`config.mk`:
```
export PLATFORM = sky130hd
export DESIGN_NAME = tea16_key_regs
export DESIGN_NICKNAME = d
export VERILOG_FILES = /design/src/rtl/tea16_pkg.sv /design/src/rtl/tea16_key_regs.sv
export SDC_FILE = /design/constraint.sdc
export NUM_CORES = 1
export LEC_CHECK = 0
export ABC_AREA = 1
export BUFFER_PORTS_ARGS = -buffer_cell sky130_fd_sc_hd__buf_4
export CAP_MARGIN = 20
export CORE_MARGIN = 5
export CORE_UTILIZATION = 50
export DETAILED_ROUTE_END_ITERATION = 10
export PLACE_DENSITY = 0.76
export SYNTH_ARGS = -nofsm -noshare
export SYNTH_HDL_FRONTEND = slang
export SYNTH_SLANG_ARGS = --single-unit
```
`constraint.sdc`:
```
create_clock -name clk -period 2 [get_ports clk]
set_input_delay 0.1 -clock clk [delete_from_list [all_inputs] [get_ports clk]]
set_output_delay 0.1 -clock clk [all_outputs]
set_load 0.005 [all_outputs]
```
`src/rtl/tea16_pkg.sv`:
```
// ----------------------------------------------------------------------------
// tea16_pkg
// Shared types, constants and round-sum helpers for the 16-bit TEA pipeline.
// ----------------------------------------------------------------------------
`default_nettype none

package tea16_pkg;

  // round count and derived pipeline depth, one stage per half-round
  localparam int ROUNDS    = 32;
  localparam int STAGES    = 2 * ROUNDS;
  localparam int WORD_W    = 16;
  localparam int CFG_IDX_W = 4;

  localparam logic [WORD_W-1:0] DELTA = 16'h9e37;

  typedef logic [WORD_W-1:0] word_t;

  // key register indexes
  typedef enum logic [CFG_IDX_W-1:0] {
    REG_KEY_ZERO  = 4'd0,
    REG_KEY_ONE   = 4'd1,
    REG_KEY_TWO   = 4'd2,
    REG_KEY_THREE = 4'd3
  } key_reg_e;

  // block travelling down the pipeline
  typedef struct packed {
    logic  decrypt;
    word_t h0;
    word_t h1;
  } blk_t;

  // the four key words
  typedef struct packed {
    word_t k0;
    word_t k1;
    word_t k2;
    word_t k3;
  } key_t;

  // encrypt sum for round r: (r + 1) * delta, wrapped
  function automatic word_t enc_sum(input int r);
    logic [31:0] p;
    p = 32'(r + 1) * 32'(DELTA);
    return p[WORD_W-1:0];
  endfunction

  // decrypt sum for round r: (ROUNDS - r) * delta, wrapped
  function automatic word_t dec_sum(input int r);
    logic [31:0] p;
    p = 32'(ROUNDS - r) * 32'(DELTA);
    return p[WORD_W-1:0];
  endfunction

endpackage

`default_nettype wire

```
`src/rtl/tea16_key_regs.sv`:
```
// ----------------------------------------------------------------------------
// tea16_key_regs
// Key word registers written through the plain configuration port.
// ----------------------------------------------------------------------------
`default_nettype none

module tea16_key_regs
  import tea16_pkg::*;
(
  input  wire logic                 clk,
  input  wire logic                 rst,
  input  wire logic                 cfg_we,
  input  wire logic [CFG_IDX_W-1:0] cfg_index,
  input  wire logic [WORD_W-1:0]    cfg_data,
  output key_t                      key
);

  // decode the index, writes beyond the last key are dropped
  always_ff @(posedge clk) begin
    if (rst) begin
      key <= '0;
    end else if (cfg_we) begin
      case (cfg_index)
        REG_KEY_ZERO:  key.k0 <= cfg_data;
        REG_KEY_ONE:   key.k1 <= cfg_data;
        REG_KEY_TWO:   key.k2 <= cfg_data;
        REG_KEY_THREE: key.k3 <= cfg_data;
        default: ;
      endcase
    end
  end

endmodule

`default_nettype wire

```
### After elaboration in Yosys (flattened, before gate mapping)

Cells that the tools add are included.

| cells by class | value |
|---|---|
| shift-type cells | 0 |
| mux-type cells | 0 |
| reduce and logical (&&, ||, !) cells | 5 |
| $mul | 0 |
| divide/modulo/power cells | 0 |
| equality and inequality tests | 3 |
| magnitude comparators | 0 |
| add/subtract/negate cells | 0 |
| bitwise logic cells | 0 |

Operators with widths:

| kind | count |
|---|---|
| $eq A4 B2 Y1 const B | 2 |
| $reduce_and A2 Y1 | 4 |
| $eq A4 B1 Y1 const B | 1 |
| $logic_not A4 Y1 | 1 |

| word-level totals | value |
|---|---|
| flip-flop bits (word level) | 64 |
| output and inout port bits | 64 |
| bits in latches | 0 |
| memory bits (read-only) | 0 |
| memories | 0 |
| RAM bits | 0 |
| input port bits | 23 |

### Depth between registers and ports, before layout

| logic depth | value |
|---|---|
| word-level depth | 2 |
| gate-level depth with buffers | 7 |
| depth with buffers taken out | 6 |

### Least setup slack after synthesis

No wires, ideal clock.

| path | value |
|---|---|
| path type | input -> register |
| from | in cfg_index[0] |
| to | reg key[18] (netlist name) |
| stages on the path | 6 |
| arrival | 797 ps |
| required time | 1890 ps |
| setup time | 110 ps |
| buffers on the path | 2 |
| path slack | 1093 ps |
| cells stage by stage | buf_6 > inv_2 > clkbuf_1 > nand4_1 > nand2_1 > nor2_1 |

| between the ends | value |
|---|---|
| cells in the longest elaborated chain, start to end | 2 |

RTL lines:

| item | line | source |
|---|---|---|
| start: declaration | tea16_key_regs.sv:13 | `input wire logic [CFG_IDX_W-1:0] cfg_index,` |
| $eq A4 B2 Y1 | tea16_key_regs.sv:23 | `case (cfg_index)` |
| $reduce_and A2 Y1 (no source line) | - |  |
| end: declaration | tea16_key_regs.sv:15 | `output key_t key` |

Every way passes these cells.
A chain may end at the register's enable or synchronous reset.

### Worst setup path in the final report

| path | value |
|---|---|
| from | in cfg_index[3] |
| to | reg key[51] (netlist name) |

| between the ends | value |
|---|---|
| cells in the longest elaborated chain, start to end | 2 |

RTL lines:

| item | line |
|---|---|
| $logic_not A4 Y1 | tea16_key_regs.sv:23 |
| $reduce_and A2 Y1 (no source line) | - |

Every way passes these cells.

==> key figures <==
Status
  – Status: completed

Placement
  – Dpl ws: 664 ps
  – Gpl congestion: 0.808
  – HPWL Detailed: 5800 µm
  – Buffers added on ports: 86

STA
  – Fmax: a little over 1000 MHz
  – Slew Limit Headroom: 67.5%
  – RSZ-0062 raised after global routing: false
  – Fin crit share: about half
  – Slew Viols, Final: 0
  – Worst-Margin Slew: between 400 and 500 ps
  – Setup ws final: 1030 ps
  – Setup_tns: 0 ps
  – Clk_skew: 0 ps
  – Final min period: 974 ps
  – Endpoints failing setup: 0
  – Final hold violations: 0

Finish
  – Top Registers: key: 64 flops
  – Area Overhead vs Synth: 25.3%
  – Layout cells sized above 1: about a fifth
  – Footprint of the multi-input gates: 0.00122 mm²
  – Max reg flops: 64
  – FF/Latch Area: approximately 0.0013 mm²
  – Register bank with the most flops: key
  – ANT cells: 0
  – Final Net Count: 573
  – Filler cell count: 545

Detailed routing
  – First-pass iteration count of the detailed router: 4
  – Post-route ant nets: 0
  – Vias per Instance: about 4.9
  – DRT iter0 DRCs: 255
  – Via count: 3061
  – Post-Route WL: about 8200 µm
  – WL/cell: 13.1 µm
  – Remaining DRCs: 0

GRT
  – Met1 GRT Util: 27.9%
  – GRT Util Overall: a little over a fifth
  – Grt met2 use: 34.3%
  – GR Layer Usage met3: 4.42%
  – Initial antenna violation count: 0
  – First-pass GRT wire length: 13100 µm
  – Global routing's busiest layer: met2
  – Grt total ovfl: 0
  – Largest net degree at the start of global routing: 46
  – Vias in the first global route: roughly 2700

Synthesis
  – Seq/Total Area, Yosys: 40.9%
  – Syn_nets: 500
  – Yosys reg bits: 64
  – Post-Syn Area: around 0.0031 mm²
  – Cells after Synth: about 480
  – Synth warnings: 0
  – Avg Cell Area, Syn: 6.56 µm²
  – Synth unique cells: 17

Worst setup path
  – RR Startpoint: key[56]$_SDFFE_PP0P_
  – Top delay family on crit path: simple AND/OR/NAND/NOR gates
  – Buffers & Inverters on Critical Path: 2
  – Worst EP arrival: around 1300 ps
  – Critical R2R Capture: key[56]$_SDFFE_PP0P_
  – Reg2Reg Depth: 4
  – Max FO, Critical Path: 24
  – Worst Setup End Kind: flip-flop
  – Critical Path Source: cfg_index[3]
  – FF-to-FF setup slack: 1320 ps
  – Critical path class: input port to flip-flop
  – Critical path's slowest cell: nand3_2
  – Crit path largest cell delay: 370 ps
  – Critical Path End: key[51]$_SDFFE_PP0P_
  – Worst setup SP type: input port
  – Worst Path Required: 2280 ps
  – CP Cell Sequence: buf_4 > nor2_8 > nand3_2 > nand2_1 > inv_1 > nor2_1
  – Levels on crit path: 6

Clock tree
  – PostCTS Resize Cnt: 0
  – # hold bufs at CTS: 0
  – Root Driver: clkbuf_8
  – TritonCTS buffer count: 9
  – H-tree levels: 3
  – Later-pin clock latency in the skew report: 340 ps
  – Clock transition at the registers of the reported paths: 70 ps
  – Sink Count: 64
  – Setup Buffers After CTS: 0
  – CTS tree: done
  – Clock Path Buffers: 2

Run
  – # Max-Cap Violations: 0

Power and ir drop
  – Static Leak: 2.04 nW
  – VDD IR-drop max: 0.466 mV
  – Power Density: 684 mW/mm²

Floorplan
  – Die area: 0.00794 mm²
  – Placeable Area: 0.00599 mm²
  – Die Ht: slightly below 90 µm
  – Initial Utilization: ~52%
  – # IOs: 87
  – Row count: 28
  – Die width: 89.1 µm

Worst hold path
  – Worst min-delay path category: input port to flip-flop
worst min path at each step:
stage	depth (start not counted)	slack, ps	endpoint	startpoint
2_1_floorplan	3	280	key[55]$_SDFFE_PP0P_	rst
3_3_place_gp	5	460	key[57]$_SDFFE_PP0P_	cfg_index[1]
3_5_place_dp	2	480	key[45]$_SDFFE_PP0P_	key[45]$_SDFFE_PP0P_
4_1_cts	5	120	key[47]$_SDFFE_PP0P_	cfg_index[1]
5_1_grt	5	160	key[47]$_SDFFE_PP0P_	cfg_index[1]
6_report	5	110	key[47]$_SDFFE_PP0P_	cfg_index[1]
worst register-to-register path, stage by stage, from the launching register on:
cell and delay (ps):
dfxtp_1 360, inv_1 50, nand2_1 60, inv_1 50, nor2_1 110
metal layers:
metal | up-vias | wire length, µm
met5 | - | 0
met4 | 0 | 171
met3 | 17 | 745
met2 | 111 | 3860
met1 | 1357 | 3460
li1 | 1576 | -
report_power, final:
group	switching (W)	leakage (nW)	internal (W)
Combinational	0.000200	1.43	0.000122
Clock	0.000495	0.0992	0.000545
Sequential	0.0000161	0.518	0.00130
placed cells by master (no fill, tap or decap), drive strengths merged:
master  synthesis  routed
inv           117     117
nand2         115     115
buf            28      92
nor2           84      84
nand4          64      64
dfxtp          64      64
clkbuf          2      13
clkinv          0       3
nand3           3       3
cell usage after synthesis:
library cell  count  area share, %
nor2_8            1           0.64
nand2_1         114             14
clkbuf_1          2           0.24
nand3_4           2            1.1
dfxtp_1          64             41
nor2_2            1           0.20
inv_1           114             14
nand2_2           1           0.20
nor2_1           81            9.7
inv_2             3           0.36
nor2_4            1           0.36
nand3_2           1           0.32
buf_1             9            1.1
buf_2             7            1.1
buf_4             6            1.4
buf_6             6            2.2
nand4_1          64             13
cells by family (layout without fill, tap and decap cells):
| kind of cell | Yosys count | count (layout) | share of synthesized area (%) |
|---|---|---|---|
| AND/OR/NAND/NOR | 266 | 266 | 39.0 |
| buffers and inverters | 147 | 225 | 20.1 |
| flip-flops | 64 | 64 | 40.9 |
layout make-up:
| type | instances | share of cell area (%) |
|---|---|---|
| sequential | 64 | 32.7 |
| inverter | 117 | 11.2 |
| tap | 75 | 2.39 |
| clock buffer | 13 | 4.31 |
| timing repair buffer | 92 | 17.9 |
| clock inverter | 3 | 0.383 |
| multi-input combinational | 266 | 31.1 |
through the flow:
step                std cells  power [W]  util (%)  hold slack [ps]  area [µm²]
detailed placement        614    0.00167      62.4              476        3740
global placement          614    0.00166      62.4              462        3740
global route              630    0.00278      65.5              157        3920
floorplan                 477    0.00154         -              284        3130
CTS                       630    0.00269      65.5              115        3920
finish                    630    0.00268      65.5              113        3920
(Power assumes the default switching activity.)
