**src/rtl/tea16_pkg.sv**
```systemverilog
// ----------------------------------------------------------------------------
// tea16_pkg
// Shared types, constants and round-sum helpers for the 16-bit TEA pipeline.
// ----------------------------------------------------------------------------
`default_nettype none

package tea16_pkg;

  // round count and derived pipeline depth, one stage per half-round
  localparam int ROUNDS    = 32;
  localparam int STAGES    = 2 * ROUNDS;
  localparam int WORD_W    = 16;
  localparam int CFG_IDX_W = 4;

  localparam logic [WORD_W-1:0] DELTA = 16'h9e37;

  typedef logic [WORD_W-1:0] word_t;

  // key register indexes
  typedef enum logic [CFG_IDX_W-1:0] {
    REG_KEY_ZERO  = 4'd0,
    REG_KEY_ONE   = 4'd1,
    REG_KEY_TWO   = 4'd2,
    REG_KEY_THREE = 4'd3
  } key_reg_e;

  // block travelling down the pipeline
  typedef struct packed {
    logic  decrypt;
    word_t h0;
    word_t h1;
  } blk_t;

  // the four key words
  typedef struct packed {
    word_t k0;
    word_t k1;
    word_t k2;
    word_t k3;
  } key_t;

  // encrypt sum for round r: (r + 1) * delta, wrapped
  function automatic word_t enc_sum(input int r);
    logic [31:0] p;
    p = 32'(r + 1) * 32'(DELTA);
    return p[WORD_W-1:0];
  endfunction

  // decrypt sum for round r: (ROUNDS - r) * delta, wrapped
  function automatic word_t dec_sum(input int r);
    logic [31:0] p;
    p = 32'(ROUNDS - r) * 32'(DELTA);
    return p[WORD_W-1:0];
  endfunction

endpackage

`default_nettype wire

```
**src/rtl/tea16_stage.sv**
```systemverilog
// ----------------------------------------------------------------------------
// tea16_stage
// One half-round of the cipher with its own valid bit and stall handling.
// ----------------------------------------------------------------------------
`default_nettype none

module tea16_stage
  import tea16_pkg::*;
(
  input  wire logic  clk,
  input  wire logic  rst,
  input  wire key_t  key,
  input  wire word_t sum_enc,
  input  wire word_t sum_dec,
  input  wire logic  odd_half,
  input  wire logic  in_valid,
  output logic       in_ready,
  input  wire blk_t  in_blk,
  output logic       out_valid,
  input  wire logic  out_ready,
  output blk_t       out_blk
);

  function automatic word_t mix(input word_t x, input word_t s,
                                input word_t ka, input word_t kb);
    word_t a;
    word_t b;
    word_t c;
    a = (x << 4) + ka;
    b = x + s;
    c = (x >> 5) + kb;
    return a ^ b ^ c;
  endfunction

  blk_t  blk_next;
  word_t mix_first;
  word_t mix_second;

  // encrypt: first half-round mixes the second half, second half-round the first; decrypt swaps the order
  always_comb begin
    blk_next   = in_blk;
    mix_first  = '0;
    mix_second = '0;
    if (!in_blk.decrypt) begin
      if (!odd_half) begin
        mix_first  = mix(in_blk.h1, sum_enc, key.k0, key.k1);
        blk_next.h0 = in_blk.h0 + mix_first;
      end else begin
        mix_second = mix(in_blk.h0, sum_enc, key.k2, key.k3);
        blk_next.h1 = in_blk.h1 + mix_second;
      end
    end else begin
      if (!odd_half) begin
        mix_second = mix(in_blk.h0, sum_dec, key.k2, key.k3);
        blk_next.h1 = in_blk.h1 - mix_second;
      end else begin
        mix_first  = mix(in_blk.h1, sum_dec, key.k0, key.k1);
        blk_next.h0 = in_blk.h0 - mix_first;
      end
    end
  end

  // stage moves when empty or when the next stage takes its item
  assign in_ready = !out_valid || out_ready;

  always_ff @(posedge clk) begin
    if (rst) begin
      out_valid <= 1'b0;
    end else if (in_ready) begin
      out_valid <= in_valid;
    end
  end

  always_ff @(posedge clk) begin
    if (in_ready && in_valid) begin
      out_blk <= blk_next;
    end
  end

endmodule

`default_nettype wire
```
**config.mk**
```make
export PLATFORM = sky130hd
export DESIGN_NAME = tea16_stage
export DESIGN_NICKNAME = d
export VERILOG_FILES = /design/src/rtl/tea16_pkg.sv /design/src/rtl/tea16_stage.sv
export SDC_FILE = /design/constraint.sdc
export NUM_CORES = 1
export LEC_CHECK = 0
export ABC_AREA = 1
export BUFFER_PORTS_ARGS = -buffer_cell sky130_fd_sc_hd__buf_2
export CORE_ASPECT_RATIO = 1.75
export CORE_MARGIN = 2
export CORE_UTILIZATION = 40
export DETAILED_ROUTE_END_ITERATION = 7
export HOLD_SLACK_MARGIN = 0.1
export PLACE_DENSITY = 0.67
export SYNTH_ARGS = -nofsm -noshare
export SYNTH_HDL_FRONTEND = slang
export SYNTH_SLANG_ARGS = --single-unit
```
**constraint.sdc**
```tcl
create_clock -name clk -period 11.05 [get_ports clk]
set_input_delay 2.21 -clock clk [delete_from_list [all_inputs] [get_ports clk]]
set_output_delay 2.21 -clock clk [all_outputs]
set_load 0.03 [all_outputs]
```
### Yosys cells after proc, flatten, opt, wreduce, memory -nomap -nowiden

Index checks and enable logic that the tools add are counted.

* output and inout port bits: 35
* input bits: 134
* register bits after elaboration: 34

* $add $sub $neg: 12
* muxes and demuxes: 5
* reduce and logical (&&, ||, !) cells: 3
* bitwise operators: 8

Operator list (number)
* adder 16 bit: 8
* bitwise XOR 16 bit: 8
* 2-to-1 mux 16 bit: 4
* adder 11 x 16 -> 16 bit: 2
* 2-to-1 mux 32 bit: 1
* subtractor 16 bit: 2
* logical AND 1 bit: 1
* logical NOT 1 bit: 1
* logical OR 1 bit: 1

### Longest topological paths before layout

* depth after elaboration: 6
* gate-level depth with buffers: 31
* mapped depth without buffers: 31

### Least setup slack after synthesis

OpenSTA, ideal clock, no wires.

* kind: input port to flip-flop
* start point: in sum_enc[0]
* end point: reg out_blk[31] in the netlist's numbering (data pin)
* stages: 21
* setup time: 0.252 ns
* arrival: 5.071 ns
* required time: 10.798 ns
* setup slack: 5.727 ns
* path through: ha_1 -> fa_1 -> nand3_1 -> nand2_1 -> a21boi_2 -> inv_1 -> a21o_1 -> xor2_1 -> xor2_1 -> xor2_1 -> ha_1 -> a21o_1 -> nor2_1 -> o221ai_1 -> nand2b_1 -> inv_1 -> nand3_1 -> nand3_2 -> nand2_1 -> nand2_1 -> nand2_1

RTL lines
* start, declared: line tea16_stage.sv:13 `input wire word_t sum_enc,`
* end signal, assigned: line tea16_stage.sv:76 `out_blk <= blk_next;`
* end, declared: line tea16_stage.sv:21 `output blk_t out_blk`

==> run summary <==
- number of core rows: 80
- vertical extent of the die: 222.4 um
- Static Leak: 6.441 nW
- Hold Violations, Final: 0
- post-synthesis sequential area ratio: 9.270%
- final-report setup violation count: 0
- net count after synthesis: 1,921
- DR vias: 11,410
- worst setup slack for register-to-register paths: 9450 ps
- residual overflow from global routing: 0
- maximum fanout along the worst path: 10
- number of buffer cells added on primary ports: 168
- combinational group share of total power: 84.1%
- run status: complete, no violations
- Clk network pwr share: 6.9%
- unrepaired setup endpoints after global routing: no
- fraction of power spent switching nets: 57.33%
- Hold Path End: out_valid
- pin slew with the least headroom to its limit: 1268 ps
- drt first pass iters: 7
- Post-synth EDFFs: 33
- most used flip-flop cell after synthesis: edfxtp_1
- met1 WL: 15,230 um
- Crit path arrival time: 5910 ps
- via count of the first global-routing pass: 11,110
- Routed WL: 42,000 um
- dominant combinational cell family by area after synthesis: simple AND/OR/NAND/NOR gates
- count of distinct cell types in the synthesized netlist: 56
- post-detailed-route wirelength per cell: 19.97 um
- top-level port count: 169
- average vias per placed instance: 5.424
- share of synthesized area spent on multiplexers: 0%
- first-pass GRT wire length: 62,290 um
- Max-cap violations: 0
- fraction of the mapped netlist area in simple logic gates: 26.09%
- endpoint class of the critical path: flop
- met2 layer wire length in the routed design: 21,870 um
- worst clock skew: 6.289 ps
- Max-Slew Margin vs Limit: 15.13%
- relative contribution of sequential cells to total power: 9.0%
- net total in the final layout: 2,089
- startpoint types: input pin
- initial antenna violation count: 0
- Power Internal: 0.8912 mW
- cell total after placement: 2,095
- Final ANT Viol Nets: 0
- H-tree lvl count: 2
- clock sink count: 34
- uppermost layer routed: met4
- antenna cell count: 0
- largest voltage drop on the vdd net: 107.4 uV
- worst hold slack: 530.5 ps
- xor and xnor fraction of the mapped netlist area: 18.83%
- Yosys reg bits: 34
- number of buffers created by CTS: 5
- met3 WL: 1407 um
- Reg clk slew, reported paths: 60 ps
- count of warnings emitted by yosys: 0
- pin count of the biggest net entering global routing: 34
- fmax: 170.4 MHz
- worst r2r dst: out_blk[0]
- setup tns final: 0 ps
- count of unresolved DRC violations after routing: 0
- initial core utilization: 40.35%
- switching pwr: 1.197 mW
- layout cell share with drive strength beyond 1: 14.70%
- worst hold path stage count: 2
- power density of the placed cells: 170.0 nW/um2
- Syn Area/Cell: 6.790 um2
- final critical-path share of the clock period: 53.12%
- Placer Congestion: 0.9904
- largest buffer count on any clock path: 2
- reg-to-reg startpoint: out_valid
- core region area: 27,030 um2
- TritonCTS clock tree: built
- Tightest Hold Check Type: reg -> reg
- layout overhead on the synthesized area: 12.62%
- # hold bufs at CTS: 0
- final number of max-transition violations: 0
- post-cts sizing count: 0
- Setup Crit Path Kind: in -> reg
- Post-Synth Adder-Cell Area: 21.59%
- hold path start: out_valid
- Tmin final: 5870 ps
- CP required: 11,090 ps
- full die area: 28,650 um2
- die outline width: 128.8 um
- starting DRC count in detailed routing: 705
- Post-Syn Instances: 1,606
- final instance count without filler cells: 2,103
- # Post-CTS Setup Buffers: 0
- Final HPWL DP: 36,750 um
- Async S/R FF share, synth: 0%
- share of the synthesized area in compound gates (AO/OA/AOI/OAI): 17.30%
- netlist area before placement: 10,910 um2
- clock latency at the later pin of the worst-skew pair: 280 ps
- overall global routing resource usage: 28.87%
- clock root cell: clkbuf_16
- r2r worst-path depth: 1
[cell usage after synthesis (all sizes together) (6+ instances only)]
library cell  count  share of area, %
nand4             8              0.46
edfxtp           33               9.1
o21bai           13              0.93
a21o             14              0.98
xnor2            71               5.8
o211ai            7              0.57
nand3           105               5.5
clkbuf            7              0.33
and2              6              0.34
nor3             15              0.78
o21ai            69               3.4
or2              11              0.63
a31oi            16              0.92
nand2           405                14
a21boi            8              0.76
xor2            154                13
o221ai            8              0.64
inv             186               6.4
a221oi            8              0.64
nor2             97               3.4
a21oi           155               7.3
fa               12               2.2
ha              169                19
o22ai             6              0.34
[metal layers]
metal | up-vias | track usage [%]
met3 | 128 | 1.878
met5 | - | 0
met1 | 5138 | 30.71
met2 | 399 | 53.87
met4 | 0 | 18.13
li1 | 5742 | -
[sequential cells by signal (all words and copies together), names as in the netlist]
register	count
out_blk	33
out_valid	1
[worst max path at each step]
stage | start | to | slack, ps | depth (start not counted)
after floorplan | sum_enc[0] | out_blk[31] | 5730 | 21
after global placement | in_blk[1] | out_blk[31] | 4910 | 25
after detailed placement | in_blk[1] | out_blk[31] | 4860 | 25
after CTS | in_blk[1] | out_blk[31] | 5140 | 25
after global routing | in_blk[1] | out_blk[31] | 4910 | 25
final | in_blk[1] | out_blk[31] | 5180 | 25
[layout by cell type (no fill, tap or decap), types with 3 or more instances in the layout]
cell type and instances:
fa_1 12, nand3b_1 5, buf_2 168, nand3_1 90, nor2_2 4, o211ai_1 5, edfxtp_1 33, a31oi_1 16
clkbuf_16 5, nor3_1 13, nand4_1 8, o21ai_0 53, xnor2_1 69, or2_2 3, a21oi_2 6, a21o_1 13
nand3_2 15, o22ai_1 6, inv_2 5, and2_1 6, xor2_2 9, o221ai_1 8, a221oi_1 8, ha_1 169
nor2_1 93, o31ai_1 5, inv_1 181, or2_1 6, a21oi_1 148, nand2_1 385, o21ai_2 7, o21ai_1 9
a21boi_2 3, xor2_1 145, o21bai_1 12, nand2_2 20
[worst max-delay path: stages]
cell	delay, ps
buf_2	310
inv_1	180
fa_1	480
nand3b_1	180
nand2_1	130
a21boi_2	120
inv_2	70
a21o_1	130
xor2_1	180
xnor2_1	150
xor2_1	310
ha_1	350
a21oi_1	160
a21boi_0	300
inv_1	70
nand2_1	60
nand3b_1	70
inv_1	50
nand2_1	60
inv_1	50
nand2_1	40
nand3_1	80
nand2_1	60
nand2_1	50
nand2_1	40
[metrics by stage]
stage / utilization [%] / cell area [um2] / total power, mW / setup slack (ps)
floorplan: - / 10910 / 1.431 / 5727
global route: 45.44 / 12280 / 2.268 / 4910
global placement: 44.88 / 12130 / 1.916 / 4913
finish: 45.44 / 12280 / 2.088 / 5180
detailed placement: 44.88 / 12130 / 1.924 / 4863
CTS: 45.44 / 12280 / 2.077 / 5142
[power by group through the flow]
stage | clock, mW | sequential [mW] | combinational [mW]
floorplan | 0 | 0.245 | 1.19
global placement | 0 | 0.190 | 1.73
detailed placement | 0 | 0.191 | 1.73
CTS | 0.146 | 0.188 | 1.74
global route | 0.152 | 0.190 | 1.93
finish | 0.144 | 0.188 | 1.76
[cells by family (layout without fill, tap and decap cells)]
kind of cell	after synthesis	in the layout
compound gates	315	315
xor+xnor	225	225
fa+ha+maj	181	181
buf+inv	196	365
flops	34	34
simple gates	655	655
[layout make-up]
cell class	instances	area, um2
Tap cell	328	410.4
Fill cell	2897	14740
Clock buffer	6	138.9
Sequential cell	34	1011
Timing Repair Buffer	170	855.8
Clock inverter	2	12.51
Multi-Input combinational cell	1376	9151
Inverter	187	701.9
No activity file was read; power rests on OpenSTA's default activity.
